--- src/rtl/htq_pkg.sv ---
// shared types, codes and the deadline ordering function of the timer heap
`timescale 1ns / 1ps
package htq_pkg;

  localparam int unsigned MaxTimersDef = 32;
  localparam int unsigned MaxResults   = 32;
  localparam int unsigned IdW          = 6;
  localparam int unsigned TagW         = 16;
  localparam int unsigned DelayW       = 20;
  localparam int unsigned TimeW        = 32;
  localparam int unsigned StW          = 3;
  localparam int unsigned KindW        = 2;
  localparam int unsigned ResCntW      = 6;

  typedef enum logic [KindW-1:0] {
    KIND_SET  = 2'd0,
    KIND_DEL  = 2'd1,
    KIND_TICK = 2'd2,
    KIND_RSVD = 2'd3
  } kind_e;

  typedef enum logic [StW-1:0] {
    ST_SET_OK    = 3'd0,
    ST_BAD_DELAY = 3'd1,
    ST_FULL      = 3'd2,
    ST_DELETED   = 3'd3,
    ST_NOT_FOUND = 3'd4,
    ST_EXPIRED   = 3'd5
  } status_e;

  typedef enum logic [3:0] {
    S_IDLE,
    S_DECODE,
    S_UP_RD,
    S_UP_CMP,
    S_DEL_WAIT,
    S_REM,
    S_REM_RD,
    S_DN_RD,
    S_DN_CMP,
    S_FIN,
    S_TOP_RD,
    S_TOP_CHK,
    S_TAG_WAIT,
    S_EMIT
  } state_e;

  // commands from the sequencer to the datapath
  typedef struct packed {
    logic    latch_in;
    logic    set_alloc;
    logic    pend_clear;
    status_e pend_st;
    logic    del_start;
    logic    del_load;
    logic    tick_adv;
    logic    rem_start;
    logic    rem_load;
    logic    up_rd;
    logic    up_move;
    logic    place;
    logic    dn_rd;
    logic    dn_move;
    logic    top_rd;
    logic    exp_take;
    logic    exp_tag;
    logic    out_load;
    logic    out_last;
  } cmd_t;

  // status from the datapath to the sequencer
  typedef struct packed {
    kind_e kind;
    logic  delay_zero;
    logic  full;
    logic  id_ok;
    logic  p_is_one;
    logic  rem_is_last;
    logic  up_earlier;
    logic  has_child;
    logic  best_is_hold;
    logic  at_start;
    logic  cnt_zero;
    logic  due;
    logic  out_free;
  } sts_t;

  // a fires before b: signed distance from now, then lower id
  function automatic logic earlier(input logic [TimeW-1:0] da, input logic [IdW-1:0] ia,
                                   input logic [TimeW-1:0] db, input logic [IdW-1:0] ib,
                                   input logic [TimeW-1:0] now);
    logic [TimeW-1:0] ka;
    logic [TimeW-1:0] kb;
    ka = (da - now) ^ {1'b1, {(TimeW-1){1'b0}}};
    kb = (db - now) ^ {1'b1, {(TimeW-1){1'b0}}};
    return (ka < kb) || ((ka == kb) && (ia < ib));
  endfunction

endpackage

--- src/rtl/htq_datapath.sv ---
// heap memories, timer state, compare logic and output register of the timer heap
`timescale 1ns / 1ps
module htq_datapath #(
  parameter int unsigned MAX_TIMERS = htq_pkg::MaxTimersDef
) (
  input  logic                        clk_i,
  input  logic                        rst_ni,
  input  htq_pkg::cmd_t               cmd_i,
  output htq_pkg::sts_t               sts_o,
  input  logic [htq_pkg::KindW-1:0]   in_kind_i,
  input  logic [htq_pkg::DelayW-1:0]  in_delay_i,
  input  logic [htq_pkg::IdW-1:0]     in_id_i,
  input  logic [htq_pkg::TagW-1:0]    in_tag_i,
  input  logic                        out_ready_i,
  output logic                        out_valid_o,
  output logic [htq_pkg::StW-1:0]     out_st_o,
  output logic [htq_pkg::IdW-1:0]     out_id_o,
  output logic [htq_pkg::TagW-1:0]    out_tag_o,
  output logic                        out_last_o
);

  localparam int unsigned D  = MAX_TIMERS + 1;
  localparam int unsigned IW = $clog2(D);
  localparam int unsigned TW = htq_pkg::TimeW;

  typedef struct packed {
    logic [IW-1:0] id;
    logic [TW-1:0] dl;
  } ent_t;

  // memories: heap by position, tag and position by id
  ent_t                      heap_mem [D];
  logic [IW-1:0]             pos_mem  [D];
  logic [htq_pkg::TagW-1:0]  tag_mem  [D];

  logic [TW-1:0]                now_q;
  logic [IW-1:0]                cnt_q;
  logic [D-1:0]                 act_q;
  htq_pkg::kind_e               kind_q;
  logic [htq_pkg::DelayW-1:0]   delay_q;
  logic [htq_pkg::IdW-1:0]      id_q;
  logic [htq_pkg::TagW-1:0]     tag_q;
  ent_t                         hold_q;
  logic [IW-1:0]                p_q, p_d;
  logic [IW-1:0]                sp_q;
  ent_t                         ra_q, rb_q;
  logic [IW-1:0]                pos_rd_q;
  logic [htq_pkg::TagW-1:0]     tag_rd_q;
  htq_pkg::status_e             pend_st_q;
  logic [IW-1:0]                pend_id_q;
  logic [htq_pkg::TagW-1:0]     pend_tag_q;
  logic                         out_valid_q;
  htq_pkg::status_e             out_st_q;
  logic [IW-1:0]                out_id_q;
  logic [htq_pkg::TagW-1:0]     out_tag_q;
  logic                         out_last_q;

  logic [IW-1:0]  free_id;
  logic [IW:0]    c_w, c1_w, cnt_x;
  logic           has_child, c1_ok, a_earl, b_earl;
  ent_t           best_ab;
  logic [TW-1:0]  rem_t;
  logic           heap_we, pos_we, rda_en, rdb_en;
  logic [IW-1:0]  heap_wa, pos_wa, pos_wd, rda_a, rdb_a;
  ent_t           heap_wd;

  // lowest inactive id
  always_comb begin
    free_id = '0;
    for (int i = MAX_TIMERS; i >= 1; i--) begin
      if (!act_q[i]) free_id = IW'(i);
    end
  end

  // child positions and selection in sift down
  assign c_w       = {p_q, 1'b0};
  assign c1_w      = c_w + 1'b1;
  assign cnt_x     = {1'b0, cnt_q};
  assign has_child = (c_w <= cnt_x);
  assign c1_ok     = (c1_w <= cnt_x);
  assign a_earl    = htq_pkg::earlier(ra_q.dl, htq_pkg::IdW'(ra_q.id),
                                      hold_q.dl, htq_pkg::IdW'(hold_q.id), now_q);
  assign best_ab   = a_earl ? ra_q : hold_q;
  assign b_earl    = c1_ok && htq_pkg::earlier(rb_q.dl, htq_pkg::IdW'(rb_q.id),
                                               best_ab.dl, htq_pkg::IdW'(best_ab.id), now_q);
  assign rem_t     = ra_q.dl - now_q;

  // status to the sequencer
  always_comb begin
    sts_o.kind         = kind_q;
    sts_o.delay_zero   = (delay_q == '0);
    sts_o.full         = (cnt_q == IW'(MAX_TIMERS));
    sts_o.id_ok        = (id_q != '0) && (id_q <= htq_pkg::IdW'(MAX_TIMERS))
                         && act_q[id_q[IW-1:0]];
    sts_o.p_is_one     = (p_q == IW'(1));
    sts_o.rem_is_last  = (p_q == cnt_q);
    sts_o.up_earlier   = htq_pkg::earlier(hold_q.dl, htq_pkg::IdW'(hold_q.id),
                                          ra_q.dl, htq_pkg::IdW'(ra_q.id), now_q);
    sts_o.has_child    = has_child;
    sts_o.best_is_hold = !a_earl && !b_earl;
    sts_o.at_start     = (p_q == sp_q);
    sts_o.cnt_zero     = (cnt_q == '0);
    sts_o.due          = (rem_t == '0) || rem_t[TW-1];
    sts_o.out_free     = !out_valid_q || out_ready_i;
  end

  // memory port control
  always_comb begin
    heap_we = 1'b0;
    heap_wa = p_q;
    heap_wd = hold_q;
    pos_we  = 1'b0;
    pos_wa  = hold_q.id;
    pos_wd  = p_q;
    rda_en  = 1'b0;
    rda_a   = '0;
    rdb_en  = 1'b0;
    rdb_a   = c1_w[IW-1:0];
    if (cmd_i.place) begin
      heap_we = 1'b1;
      pos_we  = 1'b1;
    end else if (cmd_i.up_move) begin
      heap_we = 1'b1;
      heap_wd = ra_q;
      pos_we  = 1'b1;
      pos_wa  = ra_q.id;
    end else if (cmd_i.dn_move) begin
      heap_we = 1'b1;
      heap_wd = b_earl ? rb_q : ra_q;
      pos_we  = 1'b1;
      pos_wa  = b_earl ? rb_q.id : ra_q.id;
    end
    if (cmd_i.up_rd) begin
      rda_en = 1'b1;
      rda_a  = p_q >> 1;
    end else if (cmd_i.dn_rd) begin
      rda_en = 1'b1;
      rda_a  = c_w[IW-1:0];
      rdb_en = c1_ok;
    end else if (cmd_i.top_rd) begin
      rda_en = 1'b1;
      rda_a  = IW'(1);
    end else if (cmd_i.rem_start) begin
      rda_en = 1'b1;
      rda_a  = cnt_q;
    end
  end

  // heap memory
  always_ff @(posedge clk_i) begin
    if (heap_we) heap_mem[heap_wa] <= heap_wd;
    if (rda_en) ra_q <= heap_mem[rda_a];
    if (rdb_en) rb_q <= heap_mem[rdb_a];
  end

  // position and tag memories
  always_ff @(posedge clk_i) begin
    if (pos_we) pos_mem[pos_wa] <= pos_wd;
    if (cmd_i.set_alloc) tag_mem[free_id] <= tag_q;
    if (cmd_i.del_start) begin
      pos_rd_q <= pos_mem[id_q[IW-1:0]];
      tag_rd_q <= tag_mem[id_q[IW-1:0]];
    end else if (cmd_i.exp_take) begin
      tag_rd_q <= tag_mem[ra_q.id];
    end
  end

  // heap position walker
  always_comb begin
    p_d = p_q;
    if (cmd_i.set_alloc)     p_d = cnt_q + 1'b1;
    else if (cmd_i.del_load) p_d = pos_rd_q;
    else if (cmd_i.exp_take) p_d = IW'(1);
    else if (cmd_i.up_move)  p_d = p_q >> 1;
    else if (cmd_i.dn_move)  p_d = b_earl ? c1_w[IW-1:0] : c_w[IW-1:0];
  end

  // control-bearing state
  always_ff @(posedge clk_i or negedge rst_ni) begin
    if (!rst_ni) begin
      now_q       <= '0;
      cnt_q       <= '0;
      act_q       <= '0;
      out_valid_q <= 1'b0;
    end else begin
      if (cmd_i.tick_adv) now_q <= now_q + 1'b1;
      if (cmd_i.set_alloc) cnt_q <= cnt_q + 1'b1;
      else if (cmd_i.rem_start) cnt_q <= cnt_q - 1'b1;
      if (cmd_i.set_alloc) act_q[free_id] <= 1'b1;
      if (cmd_i.del_load) act_q[id_q[IW-1:0]] <= 1'b0;
      if (cmd_i.exp_take) act_q[ra_q.id] <= 1'b0;
      if (cmd_i.out_load) out_valid_q <= 1'b1;
      else if (out_ready_i) out_valid_q <= 1'b0;
    end
  end

  // payload registers
  always_ff @(posedge clk_i) begin
    p_q <= p_d;
    if (cmd_i.latch_in) begin
      kind_q  <= htq_pkg::kind_e'(in_kind_i);
      delay_q <= in_delay_i;
      id_q    <= in_id_i;
      tag_q   <= in_tag_i;
    end
    if (cmd_i.set_alloc) begin
      hold_q.id <= free_id;
      hold_q.dl <= now_q + TW'(delay_q);
    end else if (cmd_i.rem_load) begin
      hold_q <= ra_q;
    end
    if (cmd_i.rem_load) sp_q <= p_q;
    if (cmd_i.pend_clear) begin
      pend_st_q  <= cmd_i.pend_st;
      pend_id_q  <= '0;
      pend_tag_q <= '0;
    end else if (cmd_i.set_alloc) begin
      pend_st_q  <= htq_pkg::ST_SET_OK;
      pend_id_q  <= free_id;
      pend_tag_q <= '0;
    end else if (cmd_i.del_load) begin
      pend_st_q  <= htq_pkg::ST_DELETED;
      pend_id_q  <= id_q[IW-1:0];
      pend_tag_q <= tag_rd_q;
    end else if (cmd_i.exp_take) begin
      pend_st_q  <= htq_pkg::ST_EXPIRED;
      pend_id_q  <= ra_q.id;
    end else if (cmd_i.exp_tag) begin
      pend_tag_q <= tag_rd_q;
    end
    if (cmd_i.out_load) begin
      out_st_q   <= pend_st_q;
      out_id_q   <= pend_id_q;
      out_tag_q  <= pend_tag_q;
      out_last_q <= cmd_i.out_last;
    end
  end

  assign out_valid_o = out_valid_q;
  assign out_st_o    = out_st_q;
  assign out_id_o    = htq_pkg::IdW'(out_id_q);
  assign out_tag_o   = out_tag_q;
  assign out_last_o  = out_last_q;

endmodule

--- src/rtl/htq_ctrl.sv ---
// sequencer of the timer heap: decode, sift up, sift down, removal and expiry loop
`timescale 1ns / 1ps
module htq_ctrl (
  input  logic          clk_i,
  input  logic          rst_ni,
  input  logic          in_valid_i,
  output logic          in_ready_o,
  input  htq_pkg::sts_t sts_i,
  output htq_pkg::cmd_t cmd_o
);

  htq_pkg::state_e              state_q, state_d;
  logic [htq_pkg::ResCntW-1:0]  n_q, n_d;
  logic                         pend_q, pend_d;

  // state register
  always_ff @(posedge clk_i or negedge rst_ni) begin
    if (!rst_ni) begin
      state_q <= htq_pkg::S_IDLE;
      n_q     <= '0;
      pend_q  <= 1'b0;
    end else begin
      state_q <= state_d;
      n_q     <= n_d;
      pend_q  <= pend_d;
    end
  end

  // next state and commands
  always_comb begin
    state_d    = state_q;
    n_d        = n_q;
    pend_d     = pend_q;
    cmd_o      = '0;
    cmd_o.pend_st = htq_pkg::ST_EXPIRED;
    in_ready_o = 1'b0;
    unique case (state_q)
      htq_pkg::S_IDLE: begin
        in_ready_o = 1'b1;
        if (in_valid_i) begin
          cmd_o.latch_in = 1'b1;
          state_d        = htq_pkg::S_DECODE;
        end
      end
      htq_pkg::S_DECODE: begin
        unique case (sts_i.kind)
          htq_pkg::KIND_SET: begin
            if (sts_i.delay_zero) begin
              cmd_o.pend_clear = 1'b1;
              cmd_o.pend_st    = htq_pkg::ST_BAD_DELAY;
              state_d          = htq_pkg::S_EMIT;
            end else if (sts_i.full) begin
              cmd_o.pend_clear = 1'b1;
              cmd_o.pend_st    = htq_pkg::ST_FULL;
              state_d          = htq_pkg::S_EMIT;
            end else begin
              cmd_o.set_alloc = 1'b1;
              state_d         = htq_pkg::S_UP_RD;
            end
          end
          htq_pkg::KIND_DEL: begin
            if (sts_i.id_ok) begin
              cmd_o.del_start = 1'b1;
              state_d         = htq_pkg::S_DEL_WAIT;
            end else begin
              cmd_o.pend_clear = 1'b1;
              cmd_o.pend_st    = htq_pkg::ST_NOT_FOUND;
              state_d          = htq_pkg::S_EMIT;
            end
          end
          htq_pkg::KIND_TICK: begin
            cmd_o.tick_adv = 1'b1;
            n_d            = '0;
            pend_d         = 1'b0;
            state_d        = htq_pkg::S_TOP_RD;
          end
          default: state_d = htq_pkg::S_IDLE;
        endcase
      end
      // sift up: compare held entry with parent
      htq_pkg::S_UP_RD: begin
        if (sts_i.p_is_one) begin
          cmd_o.place = 1'b1;
          state_d     = htq_pkg::S_FIN;
        end else begin
          cmd_o.up_rd = 1'b1;
          state_d     = htq_pkg::S_UP_CMP;
        end
      end
      htq_pkg::S_UP_CMP: begin
        if (sts_i.up_earlier) begin
          cmd_o.up_move = 1'b1;
          state_d       = htq_pkg::S_UP_RD;
        end else begin
          cmd_o.place = 1'b1;
          state_d     = htq_pkg::S_FIN;
        end
      end
      htq_pkg::S_DEL_WAIT: begin
        cmd_o.del_load = 1'b1;
        state_d        = htq_pkg::S_REM;
      end
      // removal: last entry refills the hole
      htq_pkg::S_REM: begin
        cmd_o.rem_start = 1'b1;
        state_d = sts_i.rem_is_last ? htq_pkg::S_FIN : htq_pkg::S_REM_RD;
      end
      htq_pkg::S_REM_RD: begin
        cmd_o.rem_load = 1'b1;
        state_d        = htq_pkg::S_DN_RD;
      end
      // sift down: fetch both children, the second only where it exists
      htq_pkg::S_DN_RD: begin
        if (sts_i.has_child) begin
          cmd_o.dn_rd = 1'b1;
          state_d     = htq_pkg::S_DN_CMP;
        end else if (sts_i.at_start) begin
          state_d = htq_pkg::S_UP_RD;
        end else begin
          cmd_o.place = 1'b1;
          state_d     = htq_pkg::S_FIN;
        end
      end
      htq_pkg::S_DN_CMP: begin
        if (!sts_i.best_is_hold) begin
          cmd_o.dn_move = 1'b1;
          state_d       = htq_pkg::S_DN_RD;
        end else if (sts_i.at_start) begin
          state_d = htq_pkg::S_UP_RD;
        end else begin
          cmd_o.place = 1'b1;
          state_d     = htq_pkg::S_FIN;
        end
      end
      htq_pkg::S_FIN: begin
        state_d = (sts_i.kind == htq_pkg::KIND_TICK) ? htq_pkg::S_TOP_RD : htq_pkg::S_EMIT;
      end
      // expiry loop: look at the heap top
      htq_pkg::S_TOP_RD: begin
        if (sts_i.cnt_zero || (n_q == htq_pkg::ResCntW'(htq_pkg::MaxResults))) begin
          if (!pend_q) cmd_o.pend_clear = 1'b1;
          state_d = htq_pkg::S_EMIT;
        end else begin
          cmd_o.top_rd = 1'b1;
          state_d      = htq_pkg::S_TOP_CHK;
        end
      end
      htq_pkg::S_TOP_CHK: begin
        if (!sts_i.due) begin
          if (!pend_q) cmd_o.pend_clear = 1'b1;
          state_d = htq_pkg::S_EMIT;
        end else if (pend_q) begin
          // another timer due: the held report is not the last
          if (sts_i.out_free) begin
            cmd_o.out_load = 1'b1;
            pend_d         = 1'b0;
          end
        end else begin
          cmd_o.exp_take = 1'b1;
          n_d            = n_q + 1'b1;
          state_d        = htq_pkg::S_TAG_WAIT;
        end
      end
      htq_pkg::S_TAG_WAIT: begin
        cmd_o.exp_tag = 1'b1;
        pend_d        = 1'b1;
        state_d       = htq_pkg::S_REM;
      end
      htq_pkg::S_EMIT: begin
        if (sts_i.out_free) begin
          cmd_o.out_load = 1'b1;
          cmd_o.out_last = 1'b1;
          pend_d         = 1'b0;
          state_d        = htq_pkg::S_IDLE;
        end
      end
      default: state_d = htq_pkg::S_IDLE;
    endcase
  end

endmodule

--- src/rtl/heap_timer_queue_core.sv ---
// top level of the one-shot timer queue kept as a binary min-heap
`timescale 1ns / 1ps
// Usage:
// - slave channel takes one request beat: tuser is the kind (set, delete,
//   tick), tdata carries delay, timer id and tag. One request at a time.
// - master channel returns result beats; the last beat of a request has
//   tlast set. A tick gives one beat per due timer, earliest first, or one
//   "none due" beat.
// - set: takes the lowest free id, then sifts up one heap level per compare.
// - delete: the last entry refills the hole, then sifts down or sifts up.
// - tick: advances time; each due timer leaves the top, the last entry
//   refills the hole and sifts down. Sift down reads the children of a level
//   at once from the heap memory, with registered data, then compares.
// - reset clears time, the timer count and the active flags at once; no
//   clearing pass, the first request can be sent right after reset.
// - a stalled master side holds the result beat; the sequencer waits until
//   the output register is free before it moves on.
module heap_timer_queue_core #(
  parameter int unsigned MAX_TIMERS = htq_pkg::MaxTimersDef
) (
  input  logic        clk_i,
  input  logic        rst_ni,
  input  logic        s_axis_tvalid,
  output logic        s_axis_tready,
  input  logic [47:0] s_axis_tdata,   // delay_ticks[19:0], target_id[25:20], tag[41:26], zero
  input  logic [1:0]  s_axis_tuser,   // kind[1:0]
  output logic        m_axis_tvalid,
  input  logic        m_axis_tready,
  output logic [23:0] m_axis_tdata,   // result_id[5:0], result_tag[21:6], zero
  output logic [2:0]  m_axis_tuser,   // status[2:0]
  output logic        m_axis_tlast
);

  htq_pkg::cmd_t              cmd;
  htq_pkg::sts_t              sts;
  logic [htq_pkg::IdW-1:0]    res_id;
  logic [htq_pkg::TagW-1:0]   res_tag;

  // sequencer
  htq_ctrl u_ctrl (
    .clk_i      (clk_i),
    .rst_ni     (rst_ni),
    .in_valid_i (s_axis_tvalid),
    .in_ready_o (s_axis_tready),
    .sts_i      (sts),
    .cmd_o      (cmd)
  );

  // heap storage and compare logic
  htq_datapath #(
    .MAX_TIMERS (MAX_TIMERS)
  ) u_datapath (
    .clk_i       (clk_i),
    .rst_ni      (rst_ni),
    .cmd_i       (cmd),
    .sts_o       (sts),
    .in_kind_i   (s_axis_tuser),
    .in_delay_i  (s_axis_tdata[19:0]),
    .in_id_i     (s_axis_tdata[25:20]),
    .in_tag_i    (s_axis_tdata[41:26]),
    .out_ready_i (m_axis_tready),
    .out_valid_o (m_axis_tvalid),
    .out_st_o    (m_axis_tuser),
    .out_id_o    (res_id),
    .out_tag_o   (res_tag),
    .out_last_o  (m_axis_tlast)
  );

  // result beat packing
  assign m_axis_tdata = {2'b00, res_tag, res_id};

endmodule

--- config.mk ---
export PLATFORM = sky130hd
export DESIGN_NAME = heap_timer_queue_core
export DESIGN_NICKNAME = d
export VERILOG_FILES = /design/src/rtl/htq_pkg.sv /design/src/rtl/htq_datapath.sv /design/src/rtl/htq_ctrl.sv /design/src/rtl/heap_timer_queue_core.sv
export SDC_FILE = /design/constraint.sdc
export NUM_CORES = 2
export LEC_CHECK = 0
export ABC_AREA = 0
export BUFFER_PORTS_ARGS = -buffer_cell sky130_fd_sc_hd__buf_2
export CAP_MARGIN = 10
export CELL_PAD_IN_SITES_DETAIL_PLACEMENT = 2
export CELL_PAD_IN_SITES_GLOBAL_PLACEMENT = 2
export CORE_MARGIN = 2
export CORE_UTILIZATION = 30
export CTS_BUF_LIST = sky130_fd_sc_hd__clkbuf_8
export DETAILED_ROUTE_END_ITERATION = 8
export PLACE_DENSITY_LB_ADDON = 0.1
export SLEW_MARGIN = 20
export SYNTH_ARGS = -nofsm -noshare
export SYNTH_HDL_FRONTEND = slang
export SYNTH_SLANG_ARGS = --single-unit
export TNS_END_PERCENT = 100
--- constraint.sdc ---
create_clock -name clk_i -period 26.7 [get_ports clk_i]
set_clock_uncertainty 0.1 [all_clocks]
set_input_delay 5.34 -clock clk_i [delete_from_list [all_inputs] [get_ports clk_i]]
set_output_delay 5.34 -clock clk_i [all_outputs]
set_load 0.01 [all_outputs]
Yosys cells after proc, flatten, opt, wreduce, memory -nomap -nowiden
Memories as Yosys holds them, arrays and structs flattened. A register that Yosys moved wholly into a read port is not among the register bits.
Cells that the tools add are included.
{"block": "totals", "inputBits": 54, "elab_cells": 299, "reg_bits": 244, "latchBits": 0, "output_inout_bits": 30, "ramBits": 1980, "mem_count": 3, "rom_bits": 0}
{"block": "op_classes", "mux": 168, "n_shift": 0, "addsub": 10, "n_mul": 0, "div_mod_pow": 0, "eq_ne": 30, "n_reduce_logical": 41, "n_lt_le_gt_ge": 15, "n_bitwise": 9}
{"memory": "u_datapath.heap_mem", "words": 33, "width": 38, "rd": 2, "rd_ports_with_merged_regs": 2, "wr": 1, "line": "htq_datapath.sv:32", "source": "ent_t heap_mem [D];"}
{"memory": "u_datapath.tag_mem", "words": 33, "width": 16, "rd": 2, "rd_ports_with_merged_regs": 1, "wr": 1, "line": "htq_datapath.sv:34", "source": "logic [htq_pkg::TagW-1:0] tag_mem [D];"}
{"memory": "u_datapath.pos_mem", "words": 33, "width": 6, "rd": 1, "rd_ports_with_merged_regs": 1, "wr": 1, "line": "htq_datapath.sv:33", "source": "logic [IW-1:0] pos_mem [D];"}
{"op": "6-bit two-way mux", "count": 55}
{"op": "38-bit two-way mux", "count": 7}
{"op": "32-bit subtractor", "count": 4}
{"op": "33-bit two-way mux", "count": 3}
{"op": "32-bit equality test", "count": 3}
{"op": "32-bit < comparator", "count": 3}
{"op": "16-bit two-way mux", "count": 5}
{"op": "4-bit two-way mux", "count": 17}
{"op": "33-bit AND", "count": 2}
{"op": "33-bit inverter", "count": 2}
{"op": "1-bit two-way mux", "count": 62}
{"op": "4-bit case mux with 13 select lines", "count": 1}
{"op": "33-bit OR", "count": 1}
{"op": "32-bit by 1-bit adder with 32-bit output, second input constant", "count": 1}
{"op": "32-bit by 20-bit adder with 32-bit output", "count": 1}
{"op": "32-bit zero test", "count": 1}
{"op": "4-bit equality test, second input constant", "count": 6}
{"op": "6-bit by 7-bit < comparator with 1-bit output, second input constant", "count": 3}
{"op": "20-bit zero test", "count": 1}
{"op": "1-bit demux with 6-bit select", "count": 3}
{"op": "6-bit by 1-bit greater-or-equal comparator with 1-bit output, second input constant", "count": 3}
{"op": "6-bit < comparator", "count": 3}
{"op": "3-bit two-way mux", "count": 6}
{"op": "4-bit by 3-bit equality test with 1-bit output, second input constant", "count": 4}
{"op": "other kinds (39)", "count": 76}

Depth between registers and ports, before layout
{"block": "depth", "ltp_word": 42, "mapped_depth": 55, "mapped_depth_nobuf": 53}

Hierarchy
From an unflattened synthesis, not the netlist that was laid out.
{"block": "hier_totals", "hier_cells": 8669, "area_unflattened_um2": 108740.5}
{"module": "htq_datapath", "cells_per_inst": 8522, "area_per_inst_um2": 107628.2, "seq_area_each_um2": 68455.7, "instances": 1}
{"module": "htq_ctrl", "cells_per_inst": 144, "area_per_inst_um2": 1093.5, "seq_area_each_um2": 275.3, "instances": 1}
{"module": "heap_timer_queue_core", "cells_per_inst": 3, "area_per_inst_um2": 18.8, "seq_area_each_um2": 0.0, "instances": 1}

Worst setup path before layout
OpenSTA, ideal clock, no wires.
{"block": "synth_timing", "path_type": "register to register", "from": "register u_datapath.now_q[1]", "to": "memory u_datapath.heap_mem[16][0] (netlist name), enable pin", "arrival_time_ns": 13.592, "setup_ns": 0.542, "period_less_slack_ns": 14.234, "stages_incl_launch_ff": 48, "required_time_ns": 26.058, "path_buffers": 2, "path_slack_ns": 12.466, "path_cell_list": "dfrtp_1 > inv_1 > ha_1 > nor2b_1 > o21a_1 > o21a_1 > o221a_2 > a31oi_1 > a2111oi_0 > o31ai_1 > o31ai_1 > o22a_1 > a21o_1 > a21oi_1 > xnor2_1 > ha_1 > and4_1 > nand2_1 > [12 not listed] > o21ai_0 > a21oi_1 > nor2b_1 > o41a_1 > a211oi_1 > xnor2_1 > ha_1 > and3_1 > nand4_1 > nand3b_1 > a211oi_1 > nand3b_1 > a211oi_1 > a311oi_1 > nand4_1 > a21oi_1 > nand2b_1 > nor4b_1"}
{"block": "synth_between", "elab_chain_len": 21, "elab_cells_between_ends": 38, "classes_between": "4 x add/sub; 4 x order compare; 3 x eq/ne; 13 x mux; 4 x bitwise; 10 x reduce/logical"}
{"item": "start: declaration", "line": "htq_datapath.sv:36", "source": "logic [TW-1:0] now_q;"}
{"item": "start signal: assignment", "line": "htq_datapath.sv:186", "source": "if (cmd_i.tick_adv) now_q <= now_q + 1'b1;"}
{"item": "parallel branches: the longest is 18 deep, another holds 32-bit subtractor"}
{"item": "1-bit two-way mux (*)", "line": "htq_datapath.sv:119", "source": "if (cmd_i.place) begin"}
{"item": "1-bit two-way mux (*)", "line": "htq_datapath.sv:151", "source": "if (heap_we) heap_mem[heap_wa] <= heap_wd;"}
{"item": "1-bit two-way mux (implied by the code) (*)", "line": "htq_datapath.sv:151"}
{"item": "end: declaration", "line": "htq_datapath.sv:32"}
Every way passes the cells marked *.

Worst setup path after layout
{"block": "layout_timing", "from": "register u_datapath.now_q[0]", "to": "memory u_datapath.pos_mem[29][4] (netlist name), enable pin"}
{"block": "layout_between", "elab_chain_len": 21, "elab_cells_between_ends": 42, "classes_between": "4 x add/sub; 4 x order compare; 3 x eq/ne; 17 x mux; 4 x bitwise; 10 x reduce/logical"}
{"item": "parallel branches: the longest is 21 deep, another holds 32-bit subtractor"}
{"item": "end: declaration", "line": "htq_datapath.sv:33"}
Several ways; the timed one is not identified.

==> Implementation_results.wiki <==
{| class="wikitable"
! Metric !! Value
|-
| Placed inst area || 0.1151 mm²
|-
| Critical path class || flop to flop
|-
| Pin count of the biggest net entering global routing || 141
|-
| Logic pwr share || 0.446
|-
| Power Density || 118.9 mW/mm²
|-
| Portion of total power attributed to sequential cells || 0.332
|-
| Max Buffers Root-to-Sink || 4
|-
| Maximum clock frequency || 57.30 MHz
|-
| Post-synthesis sequential element count || 2312
|-
| Area inside the core boundary || 0.3589 mm²
|-
| Initial detailed-routing violation count || 7158
|-
| Avg WL per Cell || 34.05 µm
|-
| First-pass detailed-route iteration total || 5
|-
| Type of the worst min-delay path || flop to flop
|-
| Crit share post-route || 0.6537
|-
| Switching power as a share of total power || 0.4410
|-
| Setup_tns || 0 ns
|-
| Min cycle time layout || 17.45 ns
|-
| Hold Path Origin || u_datapath.pend_tag_q[4]$_SDFFE_PP0P_
|-
| DRT antenna net count || 0
|-
| CTS tree || yes
|-
| Adder-cell share of the synthesized area || 0.02756
|-
| Final-report setup violation count || 0
|-
| Number of different library cells in the post-synthesis netlist || 99
|-
| Number of vias after detailed routing || 79.62k
|-
| Most common library cell in the layout ignoring fill and taps || edfxtp_1
|-
| Final layout net count || 9098
|-
| Final Cell Area || 0.1231 mm²
|-
| Buffer count from post-CTS setup fixing || 0
|-
| Leading register cell type out of synthesis || edfxtp_1
|-
| Master cell of the clock root buffer || clkbuf_8
|-
| Worst path max stage delay || 0.84 ns
|-
| Worst flop-to-flop path startpoint || u_datapath.now_q[0]$_DFFE_PN0P_
|-
| Startpoint kind of the worst setup timing path || flop
|-
| Critical path's most frequent cell || o21ai_0
|-
| Count of yosys warnings during synthesis || 0
|-
| Share of post-route cells with drive strength above 1 || 0.1427
|-
| Transition at the pin with the smallest max-transition slack || 1.279 ns
|-
| Synthesized-area fraction occupied by and/or/nand/nor cells || 0.1251
|-
| Outcome || complete, no violations
|-
| Average size of a mapped cell || 12.56 µm²
|-
| Largest vdd supply drop || 0.07915 mV
|-
| Total of max-cap violations || 0
|-
| Hold-fix buffers at CTS || 0
|-
| Max transition margin || 0.1450
|-
| Effective utilization at floorplan || 0.3010
|-
| Maximum net fanout on the critical path || 38
|-
| Combinational family with the most area after synthesis || simple AND/OR/NAND/NOR gates
|-
| Master of the slowest instance on the critical path || o31ai_1
|-
| Die width || 604.2 µm
|-
| Final Wtd Congestion || 0.8080
|-
| Synthesized-area fraction occupied by ao, oa, aoi and oai cells || 0.1223
|-
| Number of slew-limit violations in the final report || 0
|-
| Number of gates given a new drive strength after cts || 0
|-
| Fraction of synthesized area in multiplexers || 0.04866
|-
| Number of standard-cell rows in the floorplan || 220
|-
| Top-level I/O count || 84
|-
| Core utilization of the finished layout || 0.3428
|-
| Total Die Area || 0.3650 mm²
|-
| Number of endpoints with negative hold slack in the final report || 0
|-
| Leakage power summed over all cells || 41.60 nW
|-
| Buf+Inv Stages, Crit Path || 6
|-
| Syn Std Cell Area || 0.1081 mm²
|-
| Relative contribution of the clock network to total power || 0.222
|-
| Number of buffers added by the clock tree synthesis step || 426
|-
| Clock transition at the registers of the reported paths || 0.06 ns
|-
| RSZ-0062 raised after global routing || no
|-
| NetSw || 6.451 mW
|-
| Highest-count cells in the layout ignoring fill and taps || edfxtp_1, nand2_1, nand3_1
|-
| Via density || 5.712
|-
| DPL Wire Length || 291400 µm
|-
| Signal arrival time at the worst endpoint || 18.09 ns
|-
| Port Buf Inserts || 75
|-
| Area growth from synthesis to layout || 13.89%
|-
| Cell count after synthesis || 8603
|-
| Type of destination of the critical path || flop
|-
| Data required time at the worst endpoint || 27.33 ns
|-
| Total Wirelength || 474600 µm
|-
| Via count of the first global-routing pass || 84.54k
|-
| Antenna violations before repair || 31
|-
| Global-route wire length before repair || 662800 µm
|-
| Vertical die dimension || 604.2 µm
|-
| Gr ovfl total || 0
|-
| Total routing resource utilization after global routing || 0.2543
|-
| Post-detailed-route DRC marker count || 0
|-
| Post-synth EDFFs || 2201
|-
| Int Power || 8.178 mW
|-
| Insertion delay to the later sink of the worst-skew pair || 1.16 ns
|-
| Share of flip-flops with an asynchronous set or reset after synthesis || 0.03590
|-
| CP top delay family || compound AO/OA/AOI/OAI gates
|-
| XOR/XNOR Fraction of Synth Area || 0.01499
|-
| Launching instance or port of the critical path || u_datapath.now_q[0]$_DFFE_PN0P_
|-
| Clock Sink Count || 2312
|-
| CTS HTree Levels || 5
|-
| Sequential area share after synthesis || 0.6361
|}
[logic make-up (layout without fill, tap and decap cells)]
family                     after synthesis  after routing
buffers and inverters                  715           1268
DFF                                   2312           2312
xor gates and xnor gates               185            185
other                                    1             11
muxes                                  312            312
adders and majority gates              235            235
and+or+nand+nor                       3013           3013
AOI/OAI and AO/OA                     1830           1830
[flip-flops by register name, summed over array words and instances, names as in the netlist, 16 cells and up, named ones only]
register / cells
u_datapath.pend_tag_q: 16
u_datapath.tag_rd_q: 16
u_datapath.act_q: 33
u_datapath.now_q: 32
u_datapath.delay_q: 20
u_datapath.tag_mem: 528
u_datapath.heap_mem: 1254
u_datapath.pos_mem: 198
u_datapath.out_tag_o: 16
u_datapath.rb_q: 38
u_datapath.tag_q: 16
u_datapath.ra_q: 38
u_datapath.hold_q: 38
[synthesized netlist by cell type (38+ instances only)]
cell type  count  share of area
mux2i_1      100         0.0093
a221oi_1      85         0.0069
a22oi_1      390          0.027
a31o_2        40         0.0032
mux4_2       166          0.035
a311oi_1     233          0.019
buf_1         79         0.0027
a21o_1        62         0.0043
nand2_1     1570          0.055
nand3_1      577          0.027
a31oi_1       54         0.0031
a22o_1        59         0.0048
a211oi_1      40         0.0028
and3_1       141         0.0082
inv_1        141         0.0049
clkbuf_1     476          0.017
xnor2_1      116         0.0094
ha_1         230          0.027
nand2b_1      47         0.0027
a21oi_1      322          0.015
a2111oi_0     58         0.0047
o21ai_0      195         0.0090
mux2_2        46         0.0048
xor2_1        69         0.0056
nor2_1       308          0.011
dfrtp_1       83          0.019
a222oi_1      38         0.0035
edfxtp_1    2201           0.61
nor3_1        60         0.0028
nand4_1      103         0.0060
[path summary, 6_finish.rpt]
check / slack [ns] / depth (start not counted) / end
setup / recovery: 9.25 / 54 / u_datapath.pos_mem[29][4]$_DFFE_PP_
hold / removal: 0.33 / 0 / u_datapath.out_tag_o[4]$_DFFE_PP_
min in group asynchronous: 4.12 / 1 / u_datapath.now_q[16]$_DFFE_PN0P_
hold reg to reg: 0.33 / 0 / u_datapath.out_tag_o[4]$_DFFE_PP_
setup reg to reg: 9.25 / 54 / u_datapath.pos_mem[29][4]$_DFFE_PP_
max in group asynchronous: 21.03 / 2 / u_datapath.act_q[1]$_DFF_PN0_
[per-layer routing]
metal / global-route usage / part of all wire
met1: 0.3507 / 0.45
met2: 0.4219 / 0.47
met3: 0.02787 / 0.049
met4: 0.07251 / 0.029
met5: 0 / 0.000025
[metrics by stage]
| stage | std cells | hold slack, ns | worst slack, ns | total power [mW] |
|---|---|---|---|---|
| CTS | 13920 | 0.3364 | 8.284 | 14.72 |
| global route | 13940 | 0.3503 | 8.273 | 15.35 |
| detailed placement | 13140 | 0.3219 | 8.319 | 11.43 |
| global placement | 13140 | 0.3237 | 8.527 | 11.32 |
| floorplan | 8604 | 0.3003 | 12.47 | 8.395 |
| finish | 13940 | 0.3321 | 9.248 | 14.63 |
[final cells by class]
| class | instances | area, µm² |
|---|---|---|
| fill | 37270 | 235900 |
| multi-input combinational | 5577 | 37400 |
| sequential | 2312 | 68740 |
| inverter | 141 | 529.3 |
| timing repair buffer | 351 | 2626 |
| antenna | 9 | 22.52 |
| clock inverter | 335 | 1704 |
| tap | 4773 | 5972 |
| clock buffer | 441 | 6070 |
[power by group through the flow]
stage / clock [mW] / sequential [mW] / combinational [mW]
final: 3.24 / 4.86 / 6.53
after global placement: 0 / 4.93 / 6.39
after floorplan: 0 / 4.82 / 3.58
after CTS: 3.34 / 4.86 / 6.52
after detailed placement: 0 / 4.94 / 6.49
after global routing: 3.48 / 4.87 / 7.00
Power figures use the tool's default switching activity.
